==> src/design/gtu_pkg.sv <==
// shared types, codes and control structs for the graph traversal unit
package gtu_pkg;

	localparam int VTX_W  = 6;
	localparam int ACT_W  = 2;
	localparam int VCNT_W = 7;

	localparam logic [ACT_W-1:0] ACT_EDGE = 2'd0;
	localparam logic [ACT_W-1:0] ACT_DFS  = 2'd1;
	localparam logic [ACT_W-1:0] ACT_BFS  = 2'd2;
	localparam logic [ACT_W-1:0] ACT_NONE = 2'd3;

	localparam logic ST_VISIT  = 1'b0;
	localparam logic ST_REJECT = 1'b1;

	localparam logic [VCNT_W-1:0] VCNT_RESET = 7'd64;

	typedef struct packed {
		logic [ACT_W-1:0] action;
		logic [VTX_W-1:0] first_vertex;
		logic [VTX_W-1:0] second_vertex;
	} in_beat_t;

	typedef struct packed {
		logic             status;
		logic [VTX_W-1:0] vertex;
		logic             last;
	} out_beat_t;

	typedef enum logic [4:0] {
		S_CLR_RST,
		S_IDLE,
		S_DECODE,
		S_EA,
		S_EB,
		S_EC,
		S_ECHK,
		S_EWA,
		S_EWB,
		S_WCLR,
		S_WINIT,
		S_POP,
		S_PRD,
		S_VRD,
		S_VCHK,
		S_NRD,
		S_NPUSH,
		S_FIN,
		S_REJ
	} state_t;

	typedef struct packed {
		logic load_item;
		logic clr_step;
		logic clr_deg;
		logic rd_deg_a;
		logic rd_deg_b;
		logic cap_da;
		logic cap_db;
		logic wr_edge_a;
		logic wr_edge_b;
		logic walk_init;
		logic pop;
		logic cap_d;
		logic visit;
		logic nb_push;
		logic emit_rej;
		logic emit_fin;
	} cmd_t;

	typedef struct packed {
		logic clr_done;
		logic bad;
		logic is_edge;
		logic edge_ok;
		logic empty;
		logic skip;
		logic nb_done;
		logic out_free;
		logic hold_valid;
	} sts_t;

endpackage

==> src/design/gtu_ctrl.sv <==
// sequencing state machine for edge loads and walks
module gtu_ctrl (
	input  logic          clk,
	input  logic          arst_n,
	input  logic          in_valid,
	output logic          in_stall,
	input  gtu_pkg::sts_t sts,
	output gtu_pkg::cmd_t cmd
);

	gtu_pkg::state_t state_q;
	gtu_pkg::state_t state_d;

	always_ff @(posedge clk or negedge arst_n) begin
		if (!arst_n) begin
			state_q <= gtu_pkg::S_CLR_RST;
		end else begin
			state_q <= state_d;
		end
	end

	always_comb begin
		state_d = state_q;
		unique case (state_q)
			gtu_pkg::S_CLR_RST: if (sts.clr_done) state_d = gtu_pkg::S_IDLE;
			gtu_pkg::S_IDLE:    if (in_valid) state_d = gtu_pkg::S_DECODE;
			gtu_pkg::S_DECODE: begin
				priority if (sts.bad) state_d = gtu_pkg::S_REJ;
				else if (sts.is_edge) state_d = gtu_pkg::S_EA;
				else state_d = gtu_pkg::S_WCLR;
			end
			gtu_pkg::S_EA:      state_d = gtu_pkg::S_EB;
			gtu_pkg::S_EB:      state_d = gtu_pkg::S_EC;
			gtu_pkg::S_EC:      state_d = gtu_pkg::S_ECHK;
			gtu_pkg::S_ECHK:    state_d = sts.edge_ok ? gtu_pkg::S_EWA : gtu_pkg::S_REJ;
			gtu_pkg::S_EWA:     state_d = gtu_pkg::S_EWB;
			gtu_pkg::S_EWB:     state_d = gtu_pkg::S_IDLE;
			gtu_pkg::S_WCLR:    if (sts.clr_done) state_d = gtu_pkg::S_WINIT;
			gtu_pkg::S_WINIT:   state_d = gtu_pkg::S_POP;
			gtu_pkg::S_POP:     state_d = sts.empty ? gtu_pkg::S_FIN : gtu_pkg::S_PRD;
			gtu_pkg::S_PRD:     state_d = gtu_pkg::S_VRD;
			gtu_pkg::S_VRD:     state_d = gtu_pkg::S_VCHK;
			gtu_pkg::S_VCHK: begin
				priority if (sts.skip) state_d = gtu_pkg::S_POP;
				else if (!sts.hold_valid || sts.out_free) state_d = gtu_pkg::S_NRD;
				else state_d = gtu_pkg::S_VCHK;
			end
			gtu_pkg::S_NRD:     state_d = sts.nb_done ? gtu_pkg::S_POP : gtu_pkg::S_NPUSH;
			gtu_pkg::S_NPUSH:   state_d = gtu_pkg::S_NRD;
			gtu_pkg::S_FIN: begin
				if (!sts.hold_valid || sts.out_free) state_d = gtu_pkg::S_IDLE;
			end
			gtu_pkg::S_REJ:     if (sts.out_free) state_d = gtu_pkg::S_IDLE;
			default:            state_d = gtu_pkg::S_IDLE;
		endcase
	end

	always_comb begin
		cmd = '0;
		in_stall = 1'b1;
		unique case (state_q)
			gtu_pkg::S_CLR_RST: begin
				cmd.clr_step = 1'b1;
				cmd.clr_deg  = 1'b1;
			end
			gtu_pkg::S_IDLE: begin
				in_stall      = 1'b0;
				cmd.load_item = in_valid;
			end
			gtu_pkg::S_EA:    cmd.rd_deg_a = 1'b1;
			gtu_pkg::S_EB: begin
				cmd.rd_deg_b = 1'b1;
				cmd.cap_da   = 1'b1;
			end
			gtu_pkg::S_EC:    cmd.cap_db = 1'b1;
			gtu_pkg::S_EWA:   cmd.wr_edge_a = 1'b1;
			gtu_pkg::S_EWB:   cmd.wr_edge_b = 1'b1;
			gtu_pkg::S_WCLR:  cmd.clr_step = 1'b1;
			gtu_pkg::S_WINIT: cmd.walk_init = 1'b1;
			gtu_pkg::S_POP:   cmd.pop = !sts.empty;
			gtu_pkg::S_PRD:   cmd.cap_d = 1'b1;
			gtu_pkg::S_VCHK:  cmd.visit = !sts.skip && (!sts.hold_valid || sts.out_free);
			gtu_pkg::S_NPUSH: cmd.nb_push = 1'b1;
			gtu_pkg::S_FIN:   cmd.emit_fin = !sts.hold_valid || sts.out_free;
			gtu_pkg::S_REJ:   cmd.emit_rej = sts.out_free;
			default:          cmd = '0;
		endcase
	end

endmodule

==> config.mk <==
export PLATFORM = sky130hd
export DESIGN_NAME = gtu_ctrl
export DESIGN_NICKNAME = d
export VERILOG_FILES = /design/src/design/gtu_pkg.sv /design/src/design/gtu_ctrl.sv
export SDC_FILE = /design/constraint.sdc
export NUM_CORES = 1
export LEC_CHECK = 0
export BUFFER_PORTS_ARGS = -buffer_cell sky130_fd_sc_hd__buf_2
export CORE_UTILIZATION = 48
export CTS_CLUSTER_SIZE = 16
export DETAILED_ROUTE_END_ITERATION = 8
export GPL_TIMING_DRIVEN = 0
export PLACE_DENSITY_LB_ADDON = 0.2
export SYNTH_ARGS = -nofsm -noshare
export SYNTH_HDL_FRONTEND = slang
export SYNTH_SLANG_ARGS = --single-unit
==> constraint.sdc <==
create_clock -name clk -period 4.85 [get_ports clk]
set_input_delay 0.7275 -clock clk [delete_from_list [all_inputs] [get_ports clk]]
set_output_delay 0.7275 -clock clk [all_outputs]
set_load 0.05 [all_outputs]
# Word level (Yosys, flattened, before mapping)
# Index checks and enable logic that the tools add are counted.
dict set report classes {
  n_eq_ne 23
  muxes 29
  n_reduce_logical 8
}
# cell n
set ops {}
lappend ops {{$pmux 5 s18} 1}
lappend ops {{$mux 5} 9}
lappend ops {{$eq 5x4->1 const B} 8}
lappend ops {{$eq 5x3->1 const B} 4}
lappend ops {{$mux 1} 16}
lappend ops {{$eq 5x5->1 const B} 3}
lappend ops {{$eq 5x2->1 const B} 2}
lappend ops {{$ne 2x2->1 const B} 5}
lappend ops {{$eq 5x1->1 const B} 1}
lappend ops {{$logic_not 5->1} 1}
lappend ops {{$reduce_and 5->1} 1}
lappend ops {{$mux 4} 1}
lappend ops {{$logic_not 1->1} 3}
lappend ops {{$mux 3} 1}
lappend ops {{$mux 2} 1}
lappend ops {{$reduce_or 2->1} 1}
lappend ops {{$logic_and 1x1->1} 1}
lappend ops {{$logic_or 1x1->1} 1}
dict set report word_totals {
  ff_bits 5
  word_cells 61
}

# Longest topological paths before layout
# Gate-level depths: netlist (run 1).
dict set report logic_depth {
  word_depth 5
  ltp_mapped 6
}

# Worst setup path after synthesis (run 1)
# No wires, ideal clock.
dict set report synth_timing {
  kind {reg-to-output}
  start {register state_q[2]}
  end {output port cmd[3] in the netlist's numbering}
  t_arrival_ns 2.321
  setup_slack_ns 1.802
  path_stages_with_launch 4
  path_buffers 1
  path_cell_list {dfrtp_1 > buf_1 > nand3_1 > nor4_1}
}
# element line
set synth_rtl {}
lappend synth_rtl {{from (decl)} gtu_ctrl.sv:11} ;# gtu_pkg::state_t state_q;
lappend synth_rtl {{from (signal assigned)} gtu_ctrl.sv:16} ;# state_q <= gtu_pkg::S_CLR_RST;
lappend synth_rtl {{from (signal assigned)} gtu_ctrl.sv:18} ;# state_q <= state_d;
lappend synth_rtl {{to (decl)} gtu_ctrl.sv:8} ;# output gtu_pkg::cmd_t cmd

==> results of run 1 <==
power by group:
group	switching, mW	internal (mW)
Sequential	0.0126	0.0628
Combinational	0.359	0.163
Clock	0.0201	0.0300
cell usage after synthesis (all sizes together):
cell type | instances | area [µm²]
a211o | 2 | 17.52
a211oi | 3 | 22.52
a21oi | 6 | 30.03
a31oi | 3 | 18.77
and3 | 1 | 6.260
and3b | 1 | 8.760
buf | 8 | 46.29
clkbuf | 2 | 7.510
dfrtp | 5 | 125.1
inv | 7 | 26.28
mux2 | 1 | 11.26
nand2 | 4 | 15.01
nand2b | 3 | 18.77
nand3 | 6 | 30.03
nand3b | 1 | 7.510
nor2 | 15 | 56.30
nor2b | 2 | 12.51
nor3 | 9 | 45.04
nor4 | 4 | 25.02
o21ai | 3 | 15.01
o22ai | 2 | 18.77
o31a | 1 | 8.760
o32ai | 1 | 8.760
or2 | 2 | 12.52
or4 | 4 | 30.03
xnor2 | 1 | 8.760
cells by family after synthesis:
logic type	Yosys count	synth area share [%]
buf+inv	17	12.65
mux	1	1.779
xor+xnor	1	1.384
flops	5	19.76
simple gates	52	42.29
compound gates	21	22.14
metal layers:
layer	vias to the layer above	track usage, %	part of all wire [%]	routed length, µm
li1	413	-	-	-
met1	402	41.94	43	889
met2	60	50.42	46	950
met3	7	4.651	9.4	195
met4	0	16.96	2.4	49
met5	-	0	0	0
critical path: cells and delay by family, from the launching register on:
kind | cells | cell delay (ns)
buffers and inverters | 3 | 0.58
flip-flops | 1 | 0.35
AND/OR/NAND/NOR | 3 | 0.57
metrics by stage:
step / setup slack [ns] / instances
finish: 2.361 / 143
global route: 2.263 / 143
CTS: 2.361 / 143
detailed placement: 2.635 / 139
global placement: 2.678 / 139
floorplan: 1.802 / 97
how the worst max path moves through the flow:
stage               start  endpoint  slack (ns)  depth (start not counted)
6_report       state_q[4]   cmd[15]        2.36                          6
5_1_grt        state_q[2]   cmd[11]        2.26                          5
4_1_cts        state_q[2]    cmd[3]        2.36                          4
3_5_place_dp   state_q[2]    cmd[3]        2.63                          4
3_3_place_gp   state_q[2]    cmd[3]        2.68                          4
2_1_floorplan  state_q[2]    cmd[3]        1.80                          3
cell type report:
class / instances / area [µm²] / share of cell area [%]
Buffer: 10 / 53.80 / 6.575
Clock buffer: 3 / 22.52 / 2.752
Clock inverter: 1 / 5.005 / 0.6116
Inverter: 7 / 26.28 / 3.211
Multi-Input combinational cell: 75 / 427.9 / 52.29
Sequential cell: 5 / 125.1 / 15.29
Tap cell: 14 / 17.52 / 2.141
Timing Repair Buffer: 28 / 140.1 / 17.13
==> impl_summary.log, run 1 <==
[metrics] CTS tree: built
[metrics] commonest cells after routing, fill and taps aside: 32 x sky130_fd_sc_hd__buf_2, 15 x sky130_fd_sc_hd__nor2_1, 9 x sky130_fd_sc_hd__nor3_1
[metrics] ratio of cells with drive above 1 in the final layout: about a third
[metrics] netlist area before placement: 633.1 µm²
[metrics] pin count of the biggest net entering global routing: 11
[metrics] clock tree sinks: 5
[metrics] status: finished, final reports clean
[metrics] peak ir drop on the vdd network: between 0.5 and 0.6 mV
[metrics] GRT overflow: 0
[metrics] DRC violations left: 0
[metrics] GRT Overall Usage: approximately a third
[metrics] Final #Nets: 142
[metrics] initial cell density of the core: 54.06%
[metrics] clock root buffer: sky130_fd_sc_hd__clkbuf_4
[metrics] number of ports placed on the die boundary: 29
[metrics] core utilization of the finished layout: 69.87%
[metrics] delay of the slowest cell on the worst path: approximately 0.35 ns
[metrics] clock latency on the worst-skew pair: 0.25 ns
[metrics] Via density: between 6 and 7
[metrics] routed wire length: around 2.1 mm
[metrics] clock transition at the registers of the reported paths: 0.05 ns
[metrics] required time of the worst setup path: roughly 4.1 ns
[metrics] CP dominant cell by count: sky130_fd_sc_hd__buf_2
[metrics] worst min path class: input port to asynchronous set/reset pin
[metrics] summed negative setup slack over all endpoints: 0 ns
[metrics] post-CTS repair timing setup buffer count: 0
[metrics] Area Growth Syn to Fin: 29.25%
[metrics] Setup-failing EPs final: 0
[metrics] actual slew at the worst max-slew pin: 0.4294 ns
[metrics] final design area excluding fillers: around 820 µm²
[metrics] shortest clock period the worst path allows after layout: between 2 and 2.5 ns
[metrics] category of the most critical setup path: flip-flop to output port
[metrics] antenna violations before repair: 0
[metrics] leading registers by flop count: state_q (5)
[metrics] max-slew violation count: 0
[metrics] DIE WIDTH: between 30 and 40 µm
[metrics] Min Hold Slack: 0.2806 ns
[metrics] arrival time of data at the critical path endpoint: between 1.5 and 2 ns
[metrics] weighted congestion at the end of routability-driven global placement: 0.9023
[metrics] # hold bufs at CTS: 0
[metrics] Gates resized, CTS repair: 0
[metrics] depth of the CTS H-tree: 1
[metrics] hold violation total from the final report: 0
[metrics] most common cell after layout, fill and taps aside: sky130_fd_sc_hd__buf_2
[metrics] fillcell total: roughly 120
[metrics] Port Buffer Count: 28
[metrics] Final Skew: just under 0.005 ns
[metrics] crit path cell chain: buf_2, inv_2, nand2_1, or2_2, nor2_1, buf_2
[metrics] slew margin rel.: 71.37%
[metrics] Power, Total: approximately 0.65 mW
[metrics] DR iter-0 viols: 35
[metrics] startpoint type of the worst setup path: flip-flop
[metrics] Gate Count Post-Synth: 97
[metrics] Synth Net Count: between 100 and 150
[metrics] die boundary height: ~38 µm
[metrics] top register by number of flip-flops: state_q
[metrics] flip-flop count of the largest register, all copies and words added: 5
[metrics] post-placement cell area: about 790 µm²
[metrics] Synth Area per Inst: approximately 6.5 µm²
[metrics] # diodes: 0
[metrics] total power per unit cell area: between 700 and 800 mW/mm²
[metrics] largest fanout of any net on the critical path: 9
[metrics] RSZ-0062 raised after global routing: no
[metrics] final routed wire length divided by cell count: 14.58 µm
[metrics] cell row count: 12
[metrics] max-capacitance violation count: 0
[metrics] clock tree buffer depth: 2
[metrics] endpoint class of the critical path: output port
[metrics] Core Box Area: about 0.0012 mm²
[metrics] peak clock frequency supported by timing: between 400 and 500 MHz
[metrics] total via count after detailed routing: ~900
[metrics] number of global-route vias before repair: approximately 740
[metrics] slowest stage cell on the critical path: sky130_fd_sc_hd__dfrtp_1
[metrics] global-route wire length before repair: around 3.2 mm
[metrics] hpwl dp: roughly 1.5 mm
[metrics] capturing point of the worst reg2reg path: state_q[0]
[metrics] clock buffers created by TritonCTS: 3
[metrics] fraction of the yosys area taken by sequential cells: about a fifth
[metrics] worst-case register-to-register setup slack: a little under 3 ns
[metrics] post-synthesis cell type count: 31
[metrics] number of detailed-route iterations in the first pass: 4
[metrics] worst r2r path cells: 6
[metrics] Yosys warning count: 0
[metrics] Final Cycle Share: between 50 and 60%
[metrics] Critical R2R Launch: state_q[1]
[metrics] leakage dissipation: approximately 0.41 nW
[metrics] number of synthesized register bits: 5
[metrics] count of nets left with antenna violations after detail routing: 0
[metrics] floorplan die area: roughly 0.0015 mm²
No activity file was read; power rests on OpenSTA's default activity.
==> inputs of run 2 (changes only) <==
Settings changed: CORE_UTILIZATION 48 to 41.
Clock period 4.85 ns to 2.2 ns, I/O delays scaled along.
==> run 2 against run 1 <==
  * Die area increased by 16%
  * Worst hold slack improved by 0.073 ns
  * First-iteration DRC count up 77%
  * Critical path type unchanged
  * Non-clock buffer count is 1 higher
  * Design area increased by 2.4%
  * Largest cell class unchanged
  * Sequential power grew 120%
==> impl_summary.log, run 2 (same netlist as run 1, synthesis figures left out) <==
[metrics] status: finished, final reports clean
[metrics] clock tree buffer depth: 2 (unchanged)
[metrics] clock group share of total power: 7.5% (-0.2 points)
[metrics] flip-flop count of the largest register, all copies and words added: 5 (unchanged)
[metrics] max-slew violation count: 0 (unchanged)
[metrics] CTS tree: built
[metrics] weighted congestion at the end of routability-driven global placement: 0.8969 (-0.60%)
[metrics] antenna violations before repair: 0 (unchanged)
[metrics] count of nets left with antenna violations after detail routing: 0 (unchanged)
[metrics] ratio of cells with drive above 1 in the final layout: 35.38% (+1.3 points)
[metrics] Port Buffer Count: 28 (unchanged)
[metrics] shortest clock period the worst path allows after layout: ~2 ns
[metrics] category of the most critical setup path: flip-flop to output port
[metrics] startpoint type of the worst setup path: flip-flop
[metrics] Final #Nets: 143 (+0.70%)
[metrics] DR iter-0 viols: 62 (+77%)
[metrics] initial cell density of the core: 46.34% (-7.7 points)
[metrics] leading registers by flop count: state_q (5)
[metrics] worst setup slack after placement: 0.3530 ns (-2.282 ns)
[metrics] peak clock frequency supported by timing: about 490 MHz
[metrics] floorplan die area: 0.001705 mm² (+16%)
[metrics] post-CTS repair timing setup buffer count: 0 (unchanged)
[metrics] depth of the CTS H-tree: 1 (unchanged)
[metrics] Cells after DPL: 140 (+0.72%)
[metrics] total via count after detailed routing: 873 (-1.0%)
[metrics] total power per unit cell area: 1699 mW/mm² (+110%)
[metrics] Min Hold Slack: 0.3532 ns (+0.07267 ns)
[metrics] DRC violations left: 0 (unchanged)
[metrics] GRT overflow: 0 (unchanged)
[metrics] GRT Overall Usage: 27.00% (-5.1 points)
[metrics] top register by number of flip-flops: state_q
[metrics] Power, Total: 1.424 mW (+120%)
[metrics] clock latency on the worst-skew pair: 0.24 ns (about the same)
[metrics] Int Pwr: 0.5710 mW (+120%)
[metrics] clock root buffer: sky130_fd_sc_hd__clkbuf_4
[metrics] hold violation total from the final report: 0 (unchanged)
[metrics] crit path setup slack, layout: 0.1585 ns (-2.202 ns)
[metrics] Reg power frac: 11.6% (about the same)
[metrics] summed negative setup slack over all endpoints: 0 ns (unchanged)
[metrics] endpoint class of the critical path: output port
[metrics] global-route wire length before repair: 2.987 mm (-7.5%)
[metrics] number of ports placed on the die boundary: 29 (unchanged)
[metrics] number of cells traversed by the worst hold path: 2
[metrics] startpoint of the worst setup timing path: state_q[4]
[metrics] actual slew at the worst max-slew pin: 0.4541 ns (+0.02473 ns)
[metrics] clock transition at the registers of the reported paths: 0.05 ns (about the same)
[metrics] met3 layer wire length in the routed design: 219 µm (+12%)
[metrics] slew margin rel.: 69.72% (-1.6 points)
[metrics] peak ir drop on the vdd network: 0.7142 mV (+36%)
[metrics] crit path capture: cmd[15]
[metrics] fillcell total: 134 (+9.8%)
[metrics] routed wire length: 1.981 mm (-5.0%)
[metrics] pin count of the biggest net entering global routing: 11 (unchanged)
[metrics] DIE WIDTH: 41.30 µm (+7.8%)
[metrics] Area Growth Syn to Fin: 32.41%
[metrics] arrival time of data at the critical path endpoint: 1.71 ns (-0.05 ns)
[metrics] required time of the worst setup path: 1.87 ns (-2.25 ns)
[metrics] number of detailed-route iterations in the first pass: 4 (unchanged)
[metrics] worst min path class: input port to flip-flop
[metrics] Finished Layout Cells: 145 (+1.4%)
[metrics] hpwl dp: 1.530 mm (+1.0%)
[metrics] capturing point of the worst reg2reg path: state_q[0]
[metrics] Critical R2R Launch: state_q[1]
[metrics] Routed met2 length: 949 µm (-0.11%)
[metrics] clock buffers created by TritonCTS: 3 (unchanged)
[metrics] cell row count: 13 (+1)
[metrics] Via density: 6.021 (-2.4%)
[metrics] routed metal-1 wire length: 764 µm (-14%)
[metrics] RSZ-0062 raised after global routing: no
[metrics] leakage dissipation: 0.4173 nW (+1.1%)
[metrics] die boundary height: 41.30 µm (+7.8%)
[metrics] Final Skew: 0.007979 ns (+0.003026 ns)
[metrics] share of total power consumed by net switching: 59.90% (-0.64 points)
[metrics] uppermost metal layer occupied by signal nets: met4
[metrics] worst-case register-to-register setup slack: 0.30 ns (-2.67 ns)
[metrics] Setup-failing EPs final: 0 (unchanged)
[metrics] commonest cells after routing, fill and taps aside: 32 x sky130_fd_sc_hd__buf_2, 14 x sky130_fd_sc_hd__nor2_1, 9 x sky130_fd_sc_hd__nor3_1
[metrics] Final Cycle Share: approximately 93%
[metrics] max-capacitance violation count: 0 (unchanged)
[metrics] final routed wire length divided by cell count: 13.66 µm (-6.3%)
[metrics] number of global-route vias before repair: 688 (-6.5%)
[metrics] largest fanout of any net on the critical path: 9 (unchanged)
[metrics] most common cell after layout, fill and taps aside: sky130_fd_sc_hd__buf_2
[metrics] switching power of the nets: 0.8529 mW (+120%)
[metrics] share of power burned in combinational logic: 80.9% (+0.3 points)
[metrics] worst r2r path cells: 6 (unchanged)
[metrics] clock tree sinks: 5 (unchanged)
[metrics] Core Box Area: 0.001366 mm² (+17%)
[metrics] # diodes: 0 (unchanged)
## run 2: cell count changes in the layout (fill, tap and decap cells not counted), sizes merged
cell / previous run / this run
clkinv: 1 / 0
dlygate4sd3: 0 / 1
clkbuf: 5 / 7
buf: 36 / 35
## run 2: what timing repair did
item,CTS,global route
setup endpoints to repair,0,1
hold buffers,1,0
resized for setup,0,1
endpoints found under the hold margin,5,0
## run 2: worst max-delay path, cell delays in order, from the launching register on
cell and delay, ns:
sky130_fd_sc_hd__dfrtp_1 0.35, sky130_fd_sc_hd__buf_2 0.17, sky130_fd_sc_hd__inv_2 0.12, sky130_fd_sc_hd__nand2_1 0.15
sky130_fd_sc_hd__or2_2 0.34, sky130_fd_sc_hd__nor2_1 0.08, sky130_fd_sc_hd__buf_2 0.26
## run 2: power by group through the flow
stage	logic (mW)	registers (mW)	clock network, mW
finish	1.15	0.165	0.106
global route	1.25	0.170	0.119
CTS	1.14	0.163	0.108
detailed placement	1.13	0.164	0
global placement	1.12	0.161	0
floorplan	0.908	0.157	0
## run 2: metal layers
metal  global-route usage (%)  vias to the layer above
met4                    13.71                        0
met2                    42.97                       68
li1                         -                      420
met1                    33.44                      377
met5                        0                        -
met3                    6.915                        8
## run 2: how the worst min path moves through the flow
stage / startpoint / slack [ns] / endpoint
floorplan: arst_n / 0.03 / state_q[0]
global placement: arst_n / 0.14 / state_q[4]
detailed placement: arst_n / 0.15 / state_q[2]
CTS: sts[1] / 0.35 / state_q[1]
global route: sts[1] / 0.35 / state_q[1]
finish: sts[1] / 0.35 / state_q[1]
## run 2: through the flow
step / cell area [µm²] / utilization [%]
2_1_floorplan: 641.9 / -
3_5_place_dp: 800.8 / 58.61
4_1_cts: 837.1 / 61.26
6_report: 838.3 / 61.36
3_3_place_gp: 800.8 / 58.61
5_1_grt: 838.3 / 61.36
## run 2: layout make-up
cell class              instances  area (µm²)  area share [%]
inverters                       7       26.28           3.134
flip-flops and latches          5       125.1           14.93
repair buffers                 29       150.1           17.91
well taps                      15       18.77           2.239
clock buffers                   4       26.28           3.134
multi-input cells              75       436.7           52.09
plain buffers                  10       55.05           6.567
==> inputs of run 3 (changes only) <==
Settings changed: ABC_AREA set to 1, SKIP_CTS_REPAIR_TIMING set to 1.
==> run 3 against run 2 <==
  * Count of clock-buffer cells in the layout unchanged
  * Flip-flop and latch count unchanged
  * Register-to-register slack improved by 0.34 ns
  * First-iteration DRC count decreased by 29%
  * Global-route usage decreased by 6.4 points
  * Critical endpoint is now cmd[14]
  * Clock power about the same
  * Sequential power increased by 19%
  * Routed wire length decreased by 11%
==> impl_summary.log, run 3 <==
[metrics] Gate Count Post-Synth: 119 (+23%)
[metrics] die boundary height: 41.49 µm (+0.47%)
[metrics] Via density: 5.269 (-12%)
[metrics] Area Growth Syn to Fin: 31.51%
[metrics] number of global-route vias before repair: 713 (+3.6%)
[metrics] peak ir drop on the vdd network: 0.9361 mV (+31%)
[metrics] startpoint type of the worst setup path: flip-flop
[metrics] number of ports placed on the die boundary: 29 (unchanged)
[metrics] Final Skew: 0.0007858 ns (-0.007193 ns)
[metrics] Commonest cells post-synth: 28 x sky130_fd_sc_hd__nor2_1, 24 x sky130_fd_sc_hd__nand2_1, 20 x sky130_fd_sc_hd__inv_1
[metrics] # diodes: 0 (unchanged)
[metrics] GRT overflow: 0 (unchanged)
[metrics] Synth Net Count: 131 (+20%)
[metrics] slew margin rel.: 74.94% (+5.2 points)
[metrics] post-synth top area share: 19.57% (-0.19 points)
[metrics] max-slew violation count: 0 (unchanged)
[metrics] total via count after detailed routing: 880 (+0.80%)
[metrics] clock tree buffer depth: 2 (unchanged)
[metrics] endpoint class of the critical path: output port
[metrics] count of nets left with antenna violations after detail routing: 0 (unchanged)
[metrics] number of detailed-route iterations in the first pass: 4 (unchanged)
[metrics] Critical R2R Launch: state_q[1]
[metrics] category of the most critical setup path: flip-flop to output port
[metrics] DR iter-0 viols: 44 (-29%)
[metrics] Final #Nets: 165 (+15%)
[metrics] floorplan die area: 0.001721 mm² (+0.95%)
[metrics] clock transition at the registers of the reported paths: 0.04 ns (about the same)
[metrics] routed wire length: 1.763 mm (-11%)
[metrics] dominant synthesized flop cell: sky130_fd_sc_hd__dfrtp_1
[metrics] leading registers by flop count: state_q (5)
[metrics] clock buffers created by TritonCTS: 3 (unchanged)
[metrics] ratio of cells with drive above 1 in the final layout: 26.32% (-9.1 points)
[metrics] arrival time of data at the critical path endpoint: 1.66 ns (-0.05 ns)
[metrics] clock tree sinks: 5 (unchanged)
[metrics] leading post-synthesis cells by cell area: sky130_fd_sc_hd__dfrtp_1 20%, sky130_fd_sc_hd__nor2_1 16%, sky130_fd_sc_hd__nand2_1 14%
[metrics] Routed met2 length: 838 µm (-12%)
[metrics] routed metal-1 wire length: 708 µm (-7.3%)
[metrics] post-synthesis cell type with the largest combined area: sky130_fd_sc_hd__dfrtp_1
[metrics] initial cell density of the core: 46.24% (-0.093 points)
[metrics] weighted congestion at the end of routability-driven global placement: 0.8765 (-2.3%)
[metrics] crit path capture: cmd[14]
[metrics] Port Buffer Count: 28 (unchanged)
[metrics] number of synthesized register bits: 5 (unchanged)
[metrics] summed negative setup slack over all endpoints: 0 ns (unchanged)
[metrics] hold violation total from the final report: 0 (unchanged)
[metrics] capturing point of the worst reg2reg path: state_q[0]
[metrics] peak clock frequency supported by timing: 502.5 MHz (+2.6%)
[metrics] worst r2r path cells: 8 (+2)
[metrics] cell row count: 13 (unchanged)
[metrics] DRC violations left: 0 (unchanged)
[metrics] antenna violations before repair: 0 (unchanged)
[metrics] Synth Area per Inst: 5.373 µm² (-18%)
[metrics] top register by number of flip-flops: state_q
[metrics] dominant cell by count in the synthesized netlist: sky130_fd_sc_hd__nor2_1
[metrics] Finished Layout Cells: 167 (+15%)
[metrics] global-route wire length before repair: 2.863 mm (-4.2%)
[metrics] commonest cells after routing, fill and taps aside: 28 x sky130_fd_sc_hd__nor2_1, 28 x sky130_fd_sc_hd__buf_2, 24 x sky130_fd_sc_hd__nand2_1
[metrics] total power per unit cell area: 1483 mW/mm² (-13%)
[metrics] share of flip-flops with an asynchronous set or reset: 100.0% (unchanged)
[metrics] worst min path class: input port to flip-flop
[metrics] actual slew at the worst max-slew pin: 0.3745 ns (-0.07967 ns)
[metrics] Power, Total: 1.247 mW (-12%)
[metrics] worst setup slack after placement: 0.5102 ns (+0.1572 ns)
[metrics] final routed wire length divided by cell count: 10.56 µm (-23%)
[metrics] clock latency on the worst-skew pair: 0.24 ns (about the same)
[metrics] met3 layer wire length in the routed design: 204 µm (-6.8%)
[metrics] Yosys warning count: 0 (unchanged)
[metrics] startpoint of the worst setup timing path: state_q[1]
[metrics] Core Box Area: 0.001383 mm² (+1.2%)
[metrics] DIE WIDTH: 41.49 µm (+0.47%)
[metrics] uppermost metal layer occupied by signal nets: met4
[metrics] GRT Overall Usage: 20.65% (-6.4 points)
[metrics] RSZ-0062 raised after global routing: no
[metrics] Cells after DPL: 162 (+16%)
[metrics] fillcell total: 134 (unchanged)
[metrics] post-synthesis cell type count: 21 (-32%)
[metrics] fraction of the yosys area taken by sequential cells: 19.57% (-0.19 points)
[metrics] count of flip-flops with a built-in enable after synthesis: 0 (unchanged)
[metrics] hpwl dp: 1.459 mm (-4.7%)
[metrics] CTS tree: built
[metrics] flip-flop count of the largest register, all copies and words added: 5 (unchanged)
[metrics] max-capacitance violation count: 0 (unchanged)
[metrics] status: finished, final reports clean
[metrics] shortest clock period the worst path allows after layout: 1.990 ns (-0.05151 ns)
[metrics] netlist area before placement: 639.4 µm² (+0.99%)
[metrics] crit path setup slack, layout: 0.2100 ns (+0.05151 ns)
[metrics] leakage dissipation: 0.5293 nW (+27%)
[metrics] required time of the worst setup path: 1.87 ns (about the same)
[metrics] depth of the CTS H-tree: 1 (unchanged)
[metrics] Setup-failing EPs final: 0 (unchanged)
[metrics] Final Cycle Share: 90.45% (-2.3 points)
[metrics] pin count of the biggest net entering global routing: 11 (unchanged)
[metrics] largest fanout of any net on the critical path: 5 (-4)
[metrics] clock root buffer: sky130_fd_sc_hd__clkbuf_4
[metrics] worst-case register-to-register setup slack: 0.64 ns (+0.34 ns)
[metrics] Min Hold Slack: 0.3119 ns (-0.04130 ns)
-- run 3: cell types whose count changed in the layout (fill, tap and decap cells not counted), sizes merged, moves of 4 or more --
cell	change
buf	-6
inv	+14
nand2	+22
nand3	+8
nor2	+15
nor3	-6
o21ai	+5
or4	-4
-- run 3: final cells by class --
class                           count  area (µm²)  share of cell area [%]
Multi-Input combinational cell     92       434.2                   51.64
Timing Repair Buffer               29       150.1                   17.86
Sequential cell                     5       125.1                   14.88
Inverter                           21       78.83                   9.375
Clock buffer                        4       26.28                   3.125
Tap cell                           15       18.77                   2.232
Buffer                              1       7.507                  0.8929
-- run 3: per-layer routing --
layer	global-route usage, %	up-vias
met2	35.63	55
met1	25.13	371
met4	5.806	0
met3	5.217	6
met5	0	-
li1	-	448
-- run 3: worst min path at each step --
| stage | start | to | slack, ns | depth (start not counted) |
|---|---|---|---|---|
| after floorplan | arst_n | state_q[0] | 0.03 | 0 |
| after global placement | arst_n | state_q[0] | 0.14 | 1 |
| after detailed placement | arst_n | state_q[1] | 0.15 | 1 |
| after CTS | arst_n | state_q[2] | -0.11 | 1 |
| after global routing | sts[1] | state_q[1] | 0.32 | 2 |
| final | sts[1] | state_q[1] | 0.31 | 2 |
-- run 3: worst max-delay path, cell delays in order (launching register included) --
cell,delay (ns)
sky130_fd_sc_hd__dfrtp_1,0.42
sky130_fd_sc_hd__nor2_1,0.34
sky130_fd_sc_hd__inv_1,0.20
sky130_fd_sc_hd__o21ai_2,0.18
sky130_fd_sc_hd__buf_2,0.28
-- run 3: through the flow --
step	utilization [%]	area, µm²
finish	60.81	840.8
global route	60.81	840.8
CTS	60.09	830.8
detailed placement	58.19	804.5
global placement	58.19	804.5
floorplan	-	645.6
-- run 3: report_power, final --
group          leakage (nW)  internal, mW  switching [mW]
Sequential           0.0641         0.134          0.0612
Clock                0.0150        0.0685          0.0367
Combinational         0.450         0.243           0.703
-- run 3: kinds of logic after synthesis --
| family | count (synthesis) | share of synthesized area, % |
|---|---|---|
| AND/OR/NAND/NOR | 79 | 56.17 |
| flip-flops | 5 | 19.57 |
| AO/OA/AOI/OAI | 13 | 10.76 |
| buffers and inverters | 22 | 13.50 |
